## src/rtl/mmq_pkg.sv

```systemverilog
// mmq_pkg: shared constants and types for the matching message queue
package mmq_pkg;

  // default sizing
  localparam int QUEUE_DEPTH_DEF   = 16;
  localparam int PAYLOAD_WIDTH_DEF = 32;

  // fixed field widths of the channels
  localparam int ID_W      = 8;
  localparam int PAY_FLD_W = 32;
  localparam int FILL_W    = 5;
  localparam int STATUS_W  = 2;

  typedef logic [STATUS_W-1:0] status_t;

  // request kinds
  localparam logic REQ_PUT  = 1'b0;
  localparam logic REQ_TAKE = 1'b1;

  // result status codes
  localparam status_t ST_STORED   = 2'd0;
  localparam status_t ST_FULL     = 2'd1;
  localparam status_t ST_TAKEN    = 2'd2;
  localparam status_t ST_NOTFOUND = 2'd3;

endpackage

```

## src/rtl/mmq_if.sv

```systemverilog
// mmq_req_if and mmq_rsp_if: request and result channels of the message queue
interface mmq_req_if import mmq_pkg::*; ();
  logic                 valid;
  logic                 ready;
  logic                 req_type;
  logic [ID_W-1:0]      source_id;
  logic [ID_W-1:0]      dest_id;
  logic                 match_any_source;
  logic [PAY_FLD_W-1:0] payload;

  modport source (output valid, req_type, source_id, dest_id, match_any_source, payload,
                  input ready);
  modport sink (input valid, req_type, source_id, dest_id, match_any_source, payload,
                output ready);
endinterface

interface mmq_rsp_if import mmq_pkg::*; ();
  logic                 valid;
  logic                 ready;
  status_t              status;
  logic [ID_W-1:0]      out_source;
  logic [ID_W-1:0]      out_dest;
  logic [PAY_FLD_W-1:0] out_payload;
  logic [FILL_W-1:0]    fill_level;

  modport source (output valid, status, out_source, out_dest, out_payload, fill_level,
                  input ready);
  modport sink (input valid, status, out_source, out_dest, out_payload, fill_level,
                output ready);
endinterface

```

## src/rtl/matching_message_queue.sv

```systemverilog
// matching_message_queue: ordered message store with matched take
//
// Requests arrive on req (valid/ready); each request gives exactly one
// item on rsp (valid/ready). A put appends source, destination and payload
// at the tail or reports full. A take returns and removes the oldest entry
// whose destination matches, and whose source matches unless
// match_any_source is set; later entries move up one place.
// One request is handled at a time: req.ready is high only while idle.
// A put and a take on an empty store go straight to the result; any other
// take first scans the held entries from the oldest, reading and then
// comparing each in turn, and on a hit compacts the later entries, reading
// and rewriting each one place up. The single memory read port serves
// both, and the two together touch every held entry once.
// The result stays on rsp until rsp.ready; no new request is taken until
// then. Reset empties the store at once (the count clears; the stored
// entries are not cleared and are never read before being written).
module matching_message_queue import mmq_pkg::*; #(
  parameter int QUEUE_DEPTH   = QUEUE_DEPTH_DEF,
  parameter int PAYLOAD_WIDTH = PAYLOAD_WIDTH_DEF,
  localparam int AW = (QUEUE_DEPTH > 1) ? $clog2(QUEUE_DEPTH) : 1,
  localparam int EW = 2 * ID_W + PAYLOAD_WIDTH
) (
  input logic       clk,
  input logic       rst,
  mmq_req_if.sink   req,
  mmq_rsp_if.source rsp
);

  logic          mem_we;
  logic [AW-1:0] mem_waddr;
  logic [EW-1:0] mem_wdata;
  logic [AW-1:0] mem_raddr;
  logic [EW-1:0] mem_rdata;

  // sequencer with the shared compare
  mmq_ctrl #(
    .DEPTH(QUEUE_DEPTH),
    .PW   (PAYLOAD_WIDTH)
  ) u_ctrl (
    .clk      (clk),
    .rst      (rst),
    .req      (req),
    .rsp      (rsp),
    .mem_we   (mem_we),
    .mem_waddr(mem_waddr),
    .mem_wdata(mem_wdata),
    .mem_raddr(mem_raddr),
    .mem_rdata(mem_rdata)
  );

  // entry memory
  mmq_store #(
    .DEPTH(QUEUE_DEPTH),
    .WIDTH(EW)
  ) u_store (
    .clk  (clk),
    .we   (mem_we),
    .waddr(mem_waddr),
    .wdata(mem_wdata),
    .raddr(mem_raddr),
    .rdata(mem_rdata)
  );

`ifndef SYNTHESIS
  // one request in flight: never ready for a new one while a result waits
  a_one_in_flight: assert property (@(posedge clk) disable iff (rst)
    !(req.ready && rsp.valid))
    else $error("request accepted while a result is pending");

  // an accepted request blocks the input on the next cycle
  a_busy_after_accept: assert property (@(posedge clk) disable iff (rst)
    (req.valid && req.ready) |=> !req.ready)
    else $error("input still ready after accepting an item");

  // a full rejection only happens with the store at capacity
  a_full_level: assert property (@(posedge clk) disable iff (rst)
    (rsp.valid && rsp.status == ST_FULL) |-> (rsp.fill_level == FILL_W'(QUEUE_DEPTH)))
    else $error("full status with store below capacity");

  // only a taken message carries message fields
  a_zero_fields: assert property (@(posedge clk) disable iff (rst)
    (rsp.valid && rsp.status != ST_TAKEN) |->
      (rsp.out_source == '0 && rsp.out_dest == '0 && rsp.out_payload == '0))
    else $error("message fields set without a taken message");
`endif

endmodule

```

## src/rtl/mmq_store.sv

```systemverilog
// mmq_store: entry memory, one write and one registered read port
module mmq_store #(
  parameter int DEPTH = 16,
  parameter int WIDTH = 48,
  localparam int AW = (DEPTH > 1) ? $clog2(DEPTH) : 1
) (
  input  logic             clk,
  input  logic             we,
  input  logic [AW-1:0]    waddr,
  input  logic [WIDTH-1:0] wdata,
  input  logic [AW-1:0]    raddr,
  output logic [WIDTH-1:0] rdata
);

  logic [WIDTH-1:0] mem [DEPTH];

  // write port
  always_ff @(posedge clk) begin
    if (we) begin
      mem[waddr] <= wdata;
    end
  end

  // registered read port
  always_ff @(posedge clk) begin
    rdata <= mem[raddr];
  end

endmodule

```

## src/rtl/mmq_ctrl.sv

```systemverilog
// mmq_ctrl: sequencer that scans, matches and compacts the entry store
module mmq_ctrl import mmq_pkg::*; #(
  parameter int DEPTH = QUEUE_DEPTH_DEF,
  parameter int PW    = PAYLOAD_WIDTH_DEF,
  localparam int AW = (DEPTH > 1) ? $clog2(DEPTH) : 1,
  localparam int CW = $clog2(DEPTH + 1),
  localparam int EW = 2 * ID_W + PW
) (
  input  logic          clk,
  input  logic          rst,
  mmq_req_if.sink       req,
  mmq_rsp_if.source     rsp,
  output logic          mem_we,
  output logic [AW-1:0] mem_waddr,
  output logic [EW-1:0] mem_wdata,
  output logic [AW-1:0] mem_raddr,
  input  logic [EW-1:0] mem_rdata
);

  localparam logic [2:0] S_IDLE     = 3'd0;
  localparam logic [2:0] S_SCAN_RD  = 3'd1;
  localparam logic [2:0] S_SCAN_CMP = 3'd2;
  localparam logic [2:0] S_SHIFT_RD = 3'd3;
  localparam logic [2:0] S_SHIFT_WR = 3'd4;
  localparam logic [2:0] S_RESP     = 3'd5;

  logic [2:0]           state;
  logic [CW-1:0]        count;
  logic [CW-1:0]        idx;
  logic [ID_W-1:0]      sid;
  logic [ID_W-1:0]      did;
  logic                 any_src;
  status_t              status;
  logic [ID_W-1:0]      osrc;
  logic [ID_W-1:0]      odst;
  logic [PAY_FLD_W-1:0] opay;

  logic          accept;
  logic          full;
  logic          hit;
  logic [CW-1:0] idx_inc;
  logic [ID_W-1:0] rd_src;
  logic [ID_W-1:0] rd_dst;
  logic [PW-1:0]   rd_body;
  logic [63:0]     pay_wide;
  logic [63:0]     body_wide;
  logic [PW-1:0]   body_in;
  logic [CW+FILL_W-1:0] count_wide;

  assign accept  = req.valid && req.ready;
  assign full    = (count == CW'(DEPTH));
  assign idx_inc = idx + 1'b1;

  // split the stored entry and run the shared compare
  assign {rd_src, rd_dst, rd_body} = mem_rdata;
  assign hit = (rd_dst == did) && (any_src || (rd_src == sid));

  // payload width conversion in both directions
  assign pay_wide  = 64'(req.payload);
  assign body_in   = pay_wide[PW-1:0];
  assign body_wide = 64'(rd_body);

  // memory port control
  always_comb begin
    mem_we    = 1'b0;
    mem_waddr = count[AW-1:0];
    mem_wdata = {req.source_id, req.dest_id, body_in};
    mem_raddr = idx[AW-1:0];
    case (state)
      S_IDLE:     mem_we = accept && (req.req_type == REQ_PUT) && !full;
      S_SHIFT_RD: mem_raddr = idx_inc[AW-1:0];
      S_SHIFT_WR: begin
        mem_we    = 1'b1;
        mem_waddr = idx[AW-1:0];
        mem_wdata = mem_rdata;
      end
      default: ;
    endcase
  end

  // sequencer
  always_ff @(posedge clk) begin
    if (rst) begin
      state <= S_IDLE;
      count <= '0;
    end else begin
      unique case (state)
        S_IDLE: begin
          if (accept) begin
            if (req.req_type == REQ_PUT) begin
              if (!full) begin
                count <= count + 1'b1;
              end
              state <= S_RESP;
            end else if (count == '0) begin
              state <= S_RESP;
            end else begin
              idx   <= '0;
              state <= S_SCAN_RD;
            end
          end
        end
        S_SCAN_RD: state <= S_SCAN_CMP;
        S_SCAN_CMP: begin
          if (hit) begin
            if (idx_inc == count) begin
              count <= count - 1'b1;
              state <= S_RESP;
            end else begin
              state <= S_SHIFT_RD;
            end
          end else if (idx_inc == count) begin
            state <= S_RESP;
          end else begin
            idx   <= idx_inc;
            state <= S_SCAN_RD;
          end
        end
        S_SHIFT_RD: state <= S_SHIFT_WR;
        S_SHIFT_WR: begin
          if ((idx_inc + 1'b1) == count) begin
            count <= count - 1'b1;
            state <= S_RESP;
          end else begin
            idx   <= idx_inc;
            state <= S_SHIFT_RD;
          end
        end
        S_RESP: begin
          if (rsp.ready) begin
            state <= S_IDLE;
          end
        end
        default: state <= S_IDLE;
      endcase
    end
  end

  // request capture and result register
  always_ff @(posedge clk) begin
    if (state == S_IDLE && accept) begin
      sid     <= req.source_id;
      did     <= req.dest_id;
      any_src <= req.match_any_source;
      osrc    <= '0;
      odst    <= '0;
      opay    <= '0;
      if (req.req_type == REQ_PUT) begin
        status <= full ? ST_FULL : ST_STORED;
      end else begin
        status <= ST_NOTFOUND;
      end
    end else if (state == S_SCAN_CMP && hit) begin
      status <= ST_TAKEN;
      osrc   <= rd_src;
      odst   <= rd_dst;
      opay   <= body_wide[PAY_FLD_W-1:0];
    end
  end

  // channel outputs
  assign count_wide      = (CW + FILL_W)'(count);
  assign req.ready       = (state == S_IDLE);
  assign rsp.valid       = (state == S_RESP);
  assign rsp.status      = status;
  assign rsp.out_source  = osrc;
  assign rsp.out_dest    = odst;
  assign rsp.out_payload = opay;
  assign rsp.fill_level  = count_wide[FILL_W-1:0];

endmodule

```

## src/flat_wrapper.sv

```systemverilog
// flat-port wrapper written by rule: the top's interface ports become plain ports
module matching_message_queue_flat import mmq_pkg::*;
#(
  parameter int QUEUE_DEPTH   = QUEUE_DEPTH_DEF,
  parameter int PAYLOAD_WIDTH = PAYLOAD_WIDTH_DEF,
  localparam int AW = (QUEUE_DEPTH > 1) ? $clog2(QUEUE_DEPTH) : 1,
  localparam int EW = 2 * ID_W + PAYLOAD_WIDTH
)
  (clk, rst, req_valid, req_req_type, req_source_id, req_dest_id, req_match_any_source, req_payload, req_ready, rsp_valid, rsp_status, rsp_out_source, rsp_out_dest, rsp_out_payload, rsp_fill_level, rsp_ready);
  mmq_req_if req_i ();
  mmq_rsp_if rsp_i ();
  input logic clk;
  input logic rst;
  input wire logic [$bits(req_i.valid)-1:0] req_valid;
  input wire logic [$bits(req_i.req_type)-1:0] req_req_type;
  input wire logic [$bits(req_i.source_id)-1:0] req_source_id;
  input wire logic [$bits(req_i.dest_id)-1:0] req_dest_id;
  input wire logic [$bits(req_i.match_any_source)-1:0] req_match_any_source;
  input wire logic [$bits(req_i.payload)-1:0] req_payload;
  output wire logic [$bits(req_i.ready)-1:0] req_ready;
  output wire logic [$bits(rsp_i.valid)-1:0] rsp_valid;
  output wire logic [$bits(rsp_i.status)-1:0] rsp_status;
  output wire logic [$bits(rsp_i.out_source)-1:0] rsp_out_source;
  output wire logic [$bits(rsp_i.out_dest)-1:0] rsp_out_dest;
  output wire logic [$bits(rsp_i.out_payload)-1:0] rsp_out_payload;
  output wire logic [$bits(rsp_i.fill_level)-1:0] rsp_fill_level;
  input wire logic [$bits(rsp_i.ready)-1:0] rsp_ready;
  assign req_i.valid = req_valid;
  assign req_i.req_type = req_req_type;
  assign req_i.source_id = req_source_id;
  assign req_i.dest_id = req_dest_id;
  assign req_i.match_any_source = req_match_any_source;
  assign req_i.payload = req_payload;
  assign req_ready = req_i.ready;
  assign rsp_valid = rsp_i.valid;
  assign rsp_status = rsp_i.status;
  assign rsp_out_source = rsp_i.out_source;
  assign rsp_out_dest = rsp_i.out_dest;
  assign rsp_out_payload = rsp_i.out_payload;
  assign rsp_fill_level = rsp_i.fill_level;
  assign rsp_i.ready = rsp_ready;
  matching_message_queue #(.QUEUE_DEPTH(QUEUE_DEPTH), .PAYLOAD_WIDTH(PAYLOAD_WIDTH)) u_core (.clk(clk), .rst(rst), .req(req_i), .rsp(rsp_i));
endmodule
```

## config.mk

```make
export PLATFORM = sky130hd
export DESIGN_NAME = matching_message_queue_flat
export DESIGN_NICKNAME = d
export VERILOG_FILES = /design/src/rtl/mmq_pkg.sv /design/src/rtl/mmq_if.sv /design/src/rtl/matching_message_queue.sv /design/src/rtl/mmq_store.sv /design/src/rtl/mmq_ctrl.sv /design/src/flat_wrapper.sv
export SDC_FILE = /design/constraint.sdc
export NUM_CORES = 1
export LEC_CHECK = 0
export BUFFER_PORTS_ARGS = -buffer_cell sky130_fd_sc_hd__buf_4
export CAP_MARGIN = 20
export CORE_ASPECT_RATIO = 1.1
export CORE_MARGIN = 3
export CORE_UTILIZATION = 62
export DETAILED_ROUTE_END_ITERATION = 7
export GPL_TIMING_DRIVEN = 0
export PLACE_DENSITY = 0.8
export SLEW_MARGIN = 20
export SYNTH_ARGS = -nofsm -noshare
export SYNTH_HDL_FRONTEND = slang
export SYNTH_HIERARCHICAL = 1
export SYNTH_SLANG_ARGS = --single-unit
```

## constraint.sdc

```tcl
create_clock -name clk -period 16.6 [get_ports clk]
set_input_delay 2.49 -clock clk [delete_from_list [all_inputs] [get_ports clk]]
set_output_delay 2.49 -clock clk [all_outputs]
set_load 0.03 [all_outputs]
```

==> metrics.md, run 1 <==
| Metric | Value |
|---|---|
| Status | `finished clean` |
| Antenna violations before repair | `0` |
| FF-to-FF path depth | `13` |
| DRT Pass-1 Iters | `5` |
| Antenna viol nets, final | `0` |
| Synth warn | `6` |
| CTS H-tree lvls | `3` |
| Non-Filler Instances | `around 2,800` |
| Crit path max fanout | `10` |
| Hold_buf cts | `0` |
| Headroom to the max-slew limit | `roughly 30%` |
| Buffers on Ports | `between 100 and 150` |
| RR Endpoint | `u_core/u_store/mem[8][12]$_DFFE_PP_` |
| Hold Violations, Final | `0` |
| Max-cap violations | `0` |
| DRC violations left | `0` |
| Post-CTS Resized | `0` |
| Minimum clock period | `5.893 ns` |
| Share of cells above drive strength 1 | `a little over a quarter` |
| Die area | `between 50,000 and 60,000 um^2` |
| Hold EP | `u_core/u_ctrl/rsp.out_source[5]$_SDFFE_PP0P_` |
| # fillers | `about 2,900` |
| Syn Inst Count | `1,738` |
| Setup bufs post-CTS | `0` |
| Root buffer cell | `clkbuf_16` |
| Syn Std Cell Area | `between 30,000 and 40,000 um^2` |
| Fin. max-slew vios | `0` |
| Num ports | `between 100 and 150` |
| R2R Setup Slk | `11.66 ns` |
| Critical path endpoint category | `flop` |
| Grt total ovfl | `0` |
| Pwr Total | `6523 uW` |
| Hold_sp | `u_core/u_ctrl/rsp.out_source[5]$_SDFFE_PP0P_` |
| Distinct cells, synth | `between 50 and 60` |
| Row cnt | `89` |
| Worst slew pin tran | `~1.1 ns` |
| Type of the most critical hold path | `reg2reg` |
| Initial core utilization | `~63%` |
| Peak VDD IR | `~130 uV` |
| Layout area overhead | `17.03%` |
| CP required | `approximately 17 ns` |
| Arr. time, crit path | `6.23 ns` |
| Ant. Diodes | `0` |
| Reg-to-Reg Start | `u_core/u_ctrl/state[0]$_SDFFE_PP0P_` |
| Largest net degree at the start of global routing | `27` |
| Total number of vias | `18,999` |
| Net Count, Synth | `roughly 1,800` |
| Setup violations, final | `0` |
| Syn Area/Cell | `19.51 um^2` |
| Total track usage | `approximately a third` |
| Pwr per Cell Area | `164.4 nW/um^2` |
| Place WS | `approximately 10 ns` |
| TritonCTS clock tree | `done` |
| Post-synthesis async set-or-reset flop share | `0%` |
| Register area share after synthesis | `roughly 76%` |
| Net count, final | `2,053` |
| Die X | `about 230 um` |
| Worst-path clk slew | `about 0.060 ns` |
| Area of the core | `53,900 um^2` |
| DR vias/cell | `~6.8` |
| Wire per inst | `about 32 um` |
| Synth Flop Type | `edfxtp_1` |
| Drt total wl | `89.33 mm` |
| Ratio of final minimum period to clock period | `a little over a third` |
| CTS Buf Count | `83` |
| HPWL after DPL | `51.97 mm` |
| Final GP Congestion | `about 0.8` |
| Hold Path Depth | `2` |
| Total negative setup slack | `0 ns` |
| LEAKAGE | `roughly 0.013 uW` |
| RSZ-0062 raised after global routing | `false` |
| Skew-Pair Late Insertion Delay | `about 0.64 ns` |
| Vias in the first global route | `slightly below 20,000` |
| Placed Instances | `2,635` |
| Final setup margin | `10.71 ns` |
| First-pass GRT wire length | `roughly 130 mm` |
| Max clock buf depth | `3` |
| Chip height | `~250 um` |
| DR iter-0 viols | `2,685` |
| Number of synthesized register bits | `896` |
| CTS sink count | `roughly 900` |
| EDFF count, synth | `792` |
| Clock Skews | `0.02820 ns` |
| Crit Path Class | `in2reg` |
| Critical Path Start Type | `input port` |
| F_max | `about 170 MHz` |
## where the power goes
group / internal, uW / total [uW] / leakage, uW / switching (uW)
sequential: 2840 / 2950 / 0.00801 / 105
combinational: 544 / 1540 / 0.00394 / 994
clock: 1190 / 2040 / 0.00143 / 846
total: 4580 / 6520 / 0.0134 / 1950
## metal layers
metal	share of wire [%]	track usage, %
met2	50	51.89
met1	33	40.33
met5	0	0
met4	5.4	16.03
met3	11	6.754
## logic make-up (layout without fill, tap and decap cells)
family / after synthesis / count (layout) / share of synthesized area (%)
flip-flops: 896 / 896 / 76.27
XOR/XNOR: 35 / 35 / 0.9740
buffers and inverters: 97 / 422 / 1.361
AO/OA/AOI/OAI: 129 / 129 / 2.760
AND/OR/NAND/NOR: 332 / 332 / 4.118
adder cells (fa/ha/maj): 7 / 7 / 0.2804
multiplexers: 242 / 242 / 14.23
## cells in the mapped netlist (8+ instances only)
cell | count | share of area, %
buf_1 | 21 | 0.23
nand2_1 | 213 | 2.4
nor2_1 | 73 | 0.81
buf_2 | 9 | 0.13
mux2i_1 | 48 | 1.4
xor2_1 | 23 | 0.59
buf_4 | 23 | 0.51
edfxtp_1 | 792 | 70
dfxtp_1 | 104 | 6.1
clkbuf_1 | 39 | 0.43
xnor2_1 | 10 | 0.26
a22oi_1 | 96 | 2.1
mux4_2 | 192 | 13
a21oi_1 | 8 | 0.12
## cells in the final DEF, fill, tap and decap left out, drive strengths merged, types with 2 or more instances in the layout
master | synthesis | routed
o21ai | 6 | 6
o31a | 2 | 2
o31ai | 7 | 7
nand4 | 3 | 3
nor2b | 5 | 5
nor3 | 9 | 9
clkinvlp | 0 | 5
a21oi | 9 | 9
mux4 | 192 | 192
a211oi | 2 | 2
and3b | 2 | 2
xnor2 | 11 | 11
xor2 | 23 | 23
nand3 | 3 | 3
nand3b | 2 | 2
nor2 | 73 | 73
bufinv | 0 | 11
edfxtp | 792 | 792
and2 | 3 | 3
dfxtp | 104 | 104
nand2 | 213 | 213
or3b | 2 | 2
o21a | 2 | 2
a21o | 2 | 2
buf | 53 | 222
a22oi | 96 | 96
ha | 6 | 6
inv | 4 | 7
mux2i | 48 | 48
nor4 | 6 | 6
nand2b | 5 | 5
clkbuf | 39 | 153
clkinv | 1 | 24
mux2 | 2 | 2
## worst max-delay path, stage by stage
cell and delay, ns:
buf_4 0.09, nand2_1 0.11, clkinv_1 0.42, buf_1 0.83, nand2_1 0.17, nand2_1 0.21, nand3b_1 0.37, nor3_2 0.76
buf_6 0.26, buf_6 0.16, buf_6 0.17, buf_6 0.16
## per-stage QoR
stage                     hold WS (ns)  cell area (um^2)  util [%]
final                           0.4957             39690     73.63
after CTS                       0.4998             39690     73.63
after floorplan                 0.4636             33910         -
after global placement          0.4764             35650     66.14
after detailed placement        0.4839             36750     68.18
after global routing            0.5224             39690     73.63
## final cells by class
class	count	area (um^2)	area share, %
inverters	5	18.77	0.04729
multi-input cells	745	7701	19.41
repair buffers	169	1808	4.556
flip-flops and latches	896	25860	65.17
clock buffers	114	2389	6.019
plain buffers	92	444.2	1.119
clock inverters	42	549.3	1.384
well taps	728	910.9	2.295
## registers in the layout, indices dropped and copies added (netlist names), 5 cells and up
name,flops
u_core/u_ctrl/did,8
u_core/u_ctrl/idx,5
u_core/u_ctrl/rsp.fill_level,5
u_core/u_ctrl/rsp.out_dest,8
u_core/u_ctrl/rsp.out_payload,32
u_core/u_ctrl/rsp.out_source,8
u_core/u_ctrl/sid,8
u_core/u_store/mem,768
u_core/u_store/rdata,48
## worst max path at each step
stage,start,endpoint,slack [ns],cells past startpoint
after detailed placement,req_valid,u_core/u_store/mem[8][11]$_DFFE_PP_,10.44,12
after global placement,req_valid,u_core/u_store/mem[0][4]$_DFFE_PP_,4.54,8
after floorplan,req_valid,u_core/u_store/mem[0][0]$_DFFE_PP_,9.10,7
after global routing,req_valid,u_core/u_store/mem[8][12]$_DFFE_PP_,10.67,12
after CTS,req_valid,u_core/u_store/mem[8][12]$_DFFE_PP_,10.98,12
final,req_valid,u_core/u_store/mem[8][12]$_DFFE_PP_,10.71,12
Note: power is estimated with default switching activity, not from simulation.
==> run 2: changes to the inputs <==
--- a/config.mk
+++ b/config.mk
@@ -9,10 +9,10 @@
 export CAP_MARGIN = 20
 export CORE_ASPECT_RATIO = 1.1
 export CORE_MARGIN = 3
-export CORE_UTILIZATION = 62
+export CORE_UTILIZATION = 61
 export DETAILED_ROUTE_END_ITERATION = 7
 export GPL_TIMING_DRIVEN = 0
-export PLACE_DENSITY = 0.8
+export PLACE_DENSITY = 0.78
 export SLEW_MARGIN = 20
 export SYNTH_ARGS = -nofsm -noshare
 export SYNTH_HDL_FRONTEND = slang
==> constraint.sdc (replaced) <==
create_clock -name clk -period 5.5 [get_ports clk]
set_input_delay 0.825 -clock clk [delete_from_list [all_inputs] [get_ports clk]]
set_output_delay 0.825 -clock clk [all_outputs]
set_load 0.03 [all_outputs]
==> run 2 against run 1 <==
Compared with the run above:
- hold slack worse by 0.12 ns
- routed wire length down 4.5%
- highest routed layer is now met5
- first-iteration DRC count down 3.4%
- sequential share of layout area about the same
- largest cell class unchanged
- largest power group unchanged
- critical path depth down 2
- clock-buffer cell count up 8
- sequential power rose to 3.0 times the previous value
- design area about the same
==> metrics.md, run 2 (synthesized netlist as in run 1, its figures left out) <==
| Metric | Value |
|---|---|
| Final GP Congestion | `0.8311 (+4.1%)` |
| Minimum clock period | `between 4 and 5 ns` |
| CTS Buf Count | `84 (+1.2%)` |
| Buffers on Ports | `110 (unchanged)` |
| TritonCTS clock tree | `done` |
| Fin. max-slew vios | `0 (unchanged)` |
| Placed Instances | `2,637 (+0.076%)` |
| Grt total ovfl | `0 (unchanged)` |
| Num ports | `111 (unchanged)` |
| Pwr per Cell Area | `482.7 nW/um^2 (+190%)` |
| DRC violations left | `0 (unchanged)` |
| Largest net degree at the start of global routing | `27 (unchanged)` |
| Total number of vias | `18,541 (-2.4%)` |
| Type of the most critical hold path | `in2reg` |
| Sequential Area | `25,860 um^2 (unchanged)` |
| Commonest non-fill, non-tap cell in the layout | `edfxtp_1` |
| Hold_buf cts | `0 (unchanged)` |
| Hold Violations, Final | `0 (unchanged)` |
| Antenna viol nets, final | `0 (unchanged)` |
| Wire per inst | `30.51 um (-4.7%)` |
| CTS sink count | `896 (unchanged)` |
| CP top delay family | `buffers and inverters` |
| Status | `finished clean` |
| Worst slew pin tran | `1.146 ns (+0.09426 ns)` |
| Critical Path Start Type | `flop` |
| Area post-placement | `36,990 um^2 (+0.65%)` |
| Skew-Pair Late Insertion Delay | `0.64 ns (about the same)` |
| DR vias/cell | `6.634 (-2.6%)` |
| Clock Skews | `0.02449 ns (-0.003710 ns)` |
| LEAKAGE | `0.01329 uW (-0.66%)` |
| Layout area overhead | `17.05% (about the same)` |
| Total track usage | `29.92% (-1.6 points)` |
| # fillers | `3,093 (+7.7%)` |
| Ratio of final minimum period to clock period | `a little over four fifths` |
| Most flop-heavy register | `u_core/u_store/mem` |
| Max clock buf depth | `3 (unchanged)` |
| Crit path max fanout | `14 (+4)` |
| Crit Path Class | `reg2reg` |
| Chip height | `253.3 um (+0.80%)` |
| Root buffer cell | `clkbuf_16` |
| Crit path largest cell delay | `0.68 ns (-0.15 ns)` |
| Setup violations, final | `0 (unchanged)` |
| Drt total wl | `85.27 mm (-4.5%)` |
| RSZ-0062 raised after global routing | `false` |
| Max-cap violations | `0 (unchanged)` |
| DR iter-0 viols | `2,593 (-3.4%)` |
| Multi-input logic area | `7726 um^2 (+0.32%)` |
| Die X | `230.8 um (+0.79%)` |
| Headroom to the max-slew limit | `23.59% (-6.3 points)` |
| Worst-path cell chain | `clkbuf_1 -> and2_1 -> clkbuf_1 -> clkbuf_1 -> nand2_1 -> nand2_1 -> nand2_1 -> nor2_4 -> buf_16 -> buf_16` |
| Worst Path Buf+Inv | `5 (-2)` |
| Arr. time, crit path | `4.96 ns (-1.27 ns)` |
| Net count, final | `2,048 (-0.24%)` |
| Ant. Diodes | `0 (unchanged)` |
| Post-CTS Resized | `0 (unchanged)` |
| First-pass GRT wire length | `125.5 mm (-3.9%)` |
| Vias in the first global route | `18,985 (-3.3%)` |
| Non-Filler Instances | `2,795 (+0.14%)` |
| Setup bufs post-CTS | `0 (unchanged)` |
| Max reg flops | `768 (unchanged)` |
| Critical path endpoint category | `flop` |
| Worst-path clk slew | `0.06 ns (about the same)` |
| F_max | `between 200 and 250 MHz` |
| Final Cell Area | `39,690 um^2 (about the same)` |
| DRT Pass-1 Iters | `5 (unchanged)` |
| Die area | `58,460 um^2 (+1.6%)` |
| Row cnt | `90 (+1.1%)` |
| Finished Core Util | `72.23% (-1.4 points)` |
| Critical path's slowest cell | `clkbuf_1` |
| Initial core utilization | `61.71% (-1.2 points)` |
| Commonest non-fill, non-tap cells in the layout | `edfxtp_1, nand2_1, mux4_2, buf_4, dfxtp_1` |
| HPWL after DPL | `52.25 mm (+0.52%)` |
| Peak VDD IR | `280.8 uV (+120%)` |
| Area of the core | `54,950 um^2 (+2.0%)` |
| Antenna violations before repair | `2 (+2)` |
| Share of cells above drive strength 1 | `26.37% (-0.72 points)` |
| CP required | `5.83 ns (-11.11 ns)` |
| CTS H-tree lvls | `3 (unchanged)` |
==> run 2: changes by cell type in the layout (fill, tap and decap cells not counted), sizes merged <==
| cell | previous run | this run |
|---|---|---|
| bufinv | 11 | 4 |
| clkinv | 24 | 23 |
| inv | 7 | 9 |
| buf | 222 | 216 |
| clkbuf | 153 | 161 |
==> run 2: through the flow <==
stage | power (uW) | TNS, ns | setup slack (ns) | hold slack (ns)
global placement | 13100 | -1381.90 | -2.194 | 0.4718
CTS | 19190 | 0 | 1.012 | 0.3467
detailed placement | 13510 | 0 | 1.113 | 0.4827
finish | 19160 | 0 | 0.8711 | 0.3737
floorplan | 11790 | 0 | 0.3818 | 0.4636
global route | 19790 | 0 | 0.7842 | 0.3626
==> run 2: where the power goes <==
part | total (uW) | internal (uW) | switching, uW
registers | 8910 | 8590 | 318
clock network | 5660 | 3220 | 2450
logic | 4590 | 1670 | 2920
total | 19200 | 13500 | 5690
==> run 2: final cells by class <==
class	count	share of cell area [%]
repair buffers	163	5.072
plain buffers	92	1.119
inverters	5	0.04728
clock buffers	122	5.989
well taps	736	2.320
clock inverters	36	0.8259
multi-input cells	745	19.46
flip-flops and latches	896	65.16
==> run 2: routing by layer <==
layer  share of wire (%)  vias up  GRT usage, %
met4                 4.4        4         13.62
li1                    -     7462             -
met1                  35     9523         40.52
met2                  49     1306         48.33
met3                  11      246         5.648
met5               0.034        -             0
==> run 2: worst reg2reg max path: stages (launching register included) <==
cell      delay [ns]
dfxtp_1         0.37
clkbuf_1        0.33
and2_1          0.19
clkbuf_1        0.65
clkbuf_1        0.68
nand2_1         0.15
nand2_1         0.40
nand2_1         0.40
nor2_4          0.68
buf_16          0.26
buf_16          0.18
==> run 2: path summary, 6_finish.rpt <==
check / start / endpoint / slack [ns] / cells after the start
min: req_dest_id[6] / u_core/u_ctrl/did[6]$_DFFE_PP_ / 0.37 / 1
max reg2reg: u_core/u_ctrl/state[2]$_SDFFE_PP0P_ / u_core/u_store/mem[15][5]$_DFFE_PP_ / 0.87 / 10
min reg2reg: u_core/u_ctrl/rsp.out_payload[23]$_SDFFE_PP0P_ / u_core/u_ctrl/rsp.out_payload[23]$_SDFFE_PP0P_ / 0.50 / 2
max: u_core/u_ctrl/state[2]$_SDFFE_PP0P_ / u_core/u_store/mem[15][5]$_DFFE_PP_ / 0.87 / 10
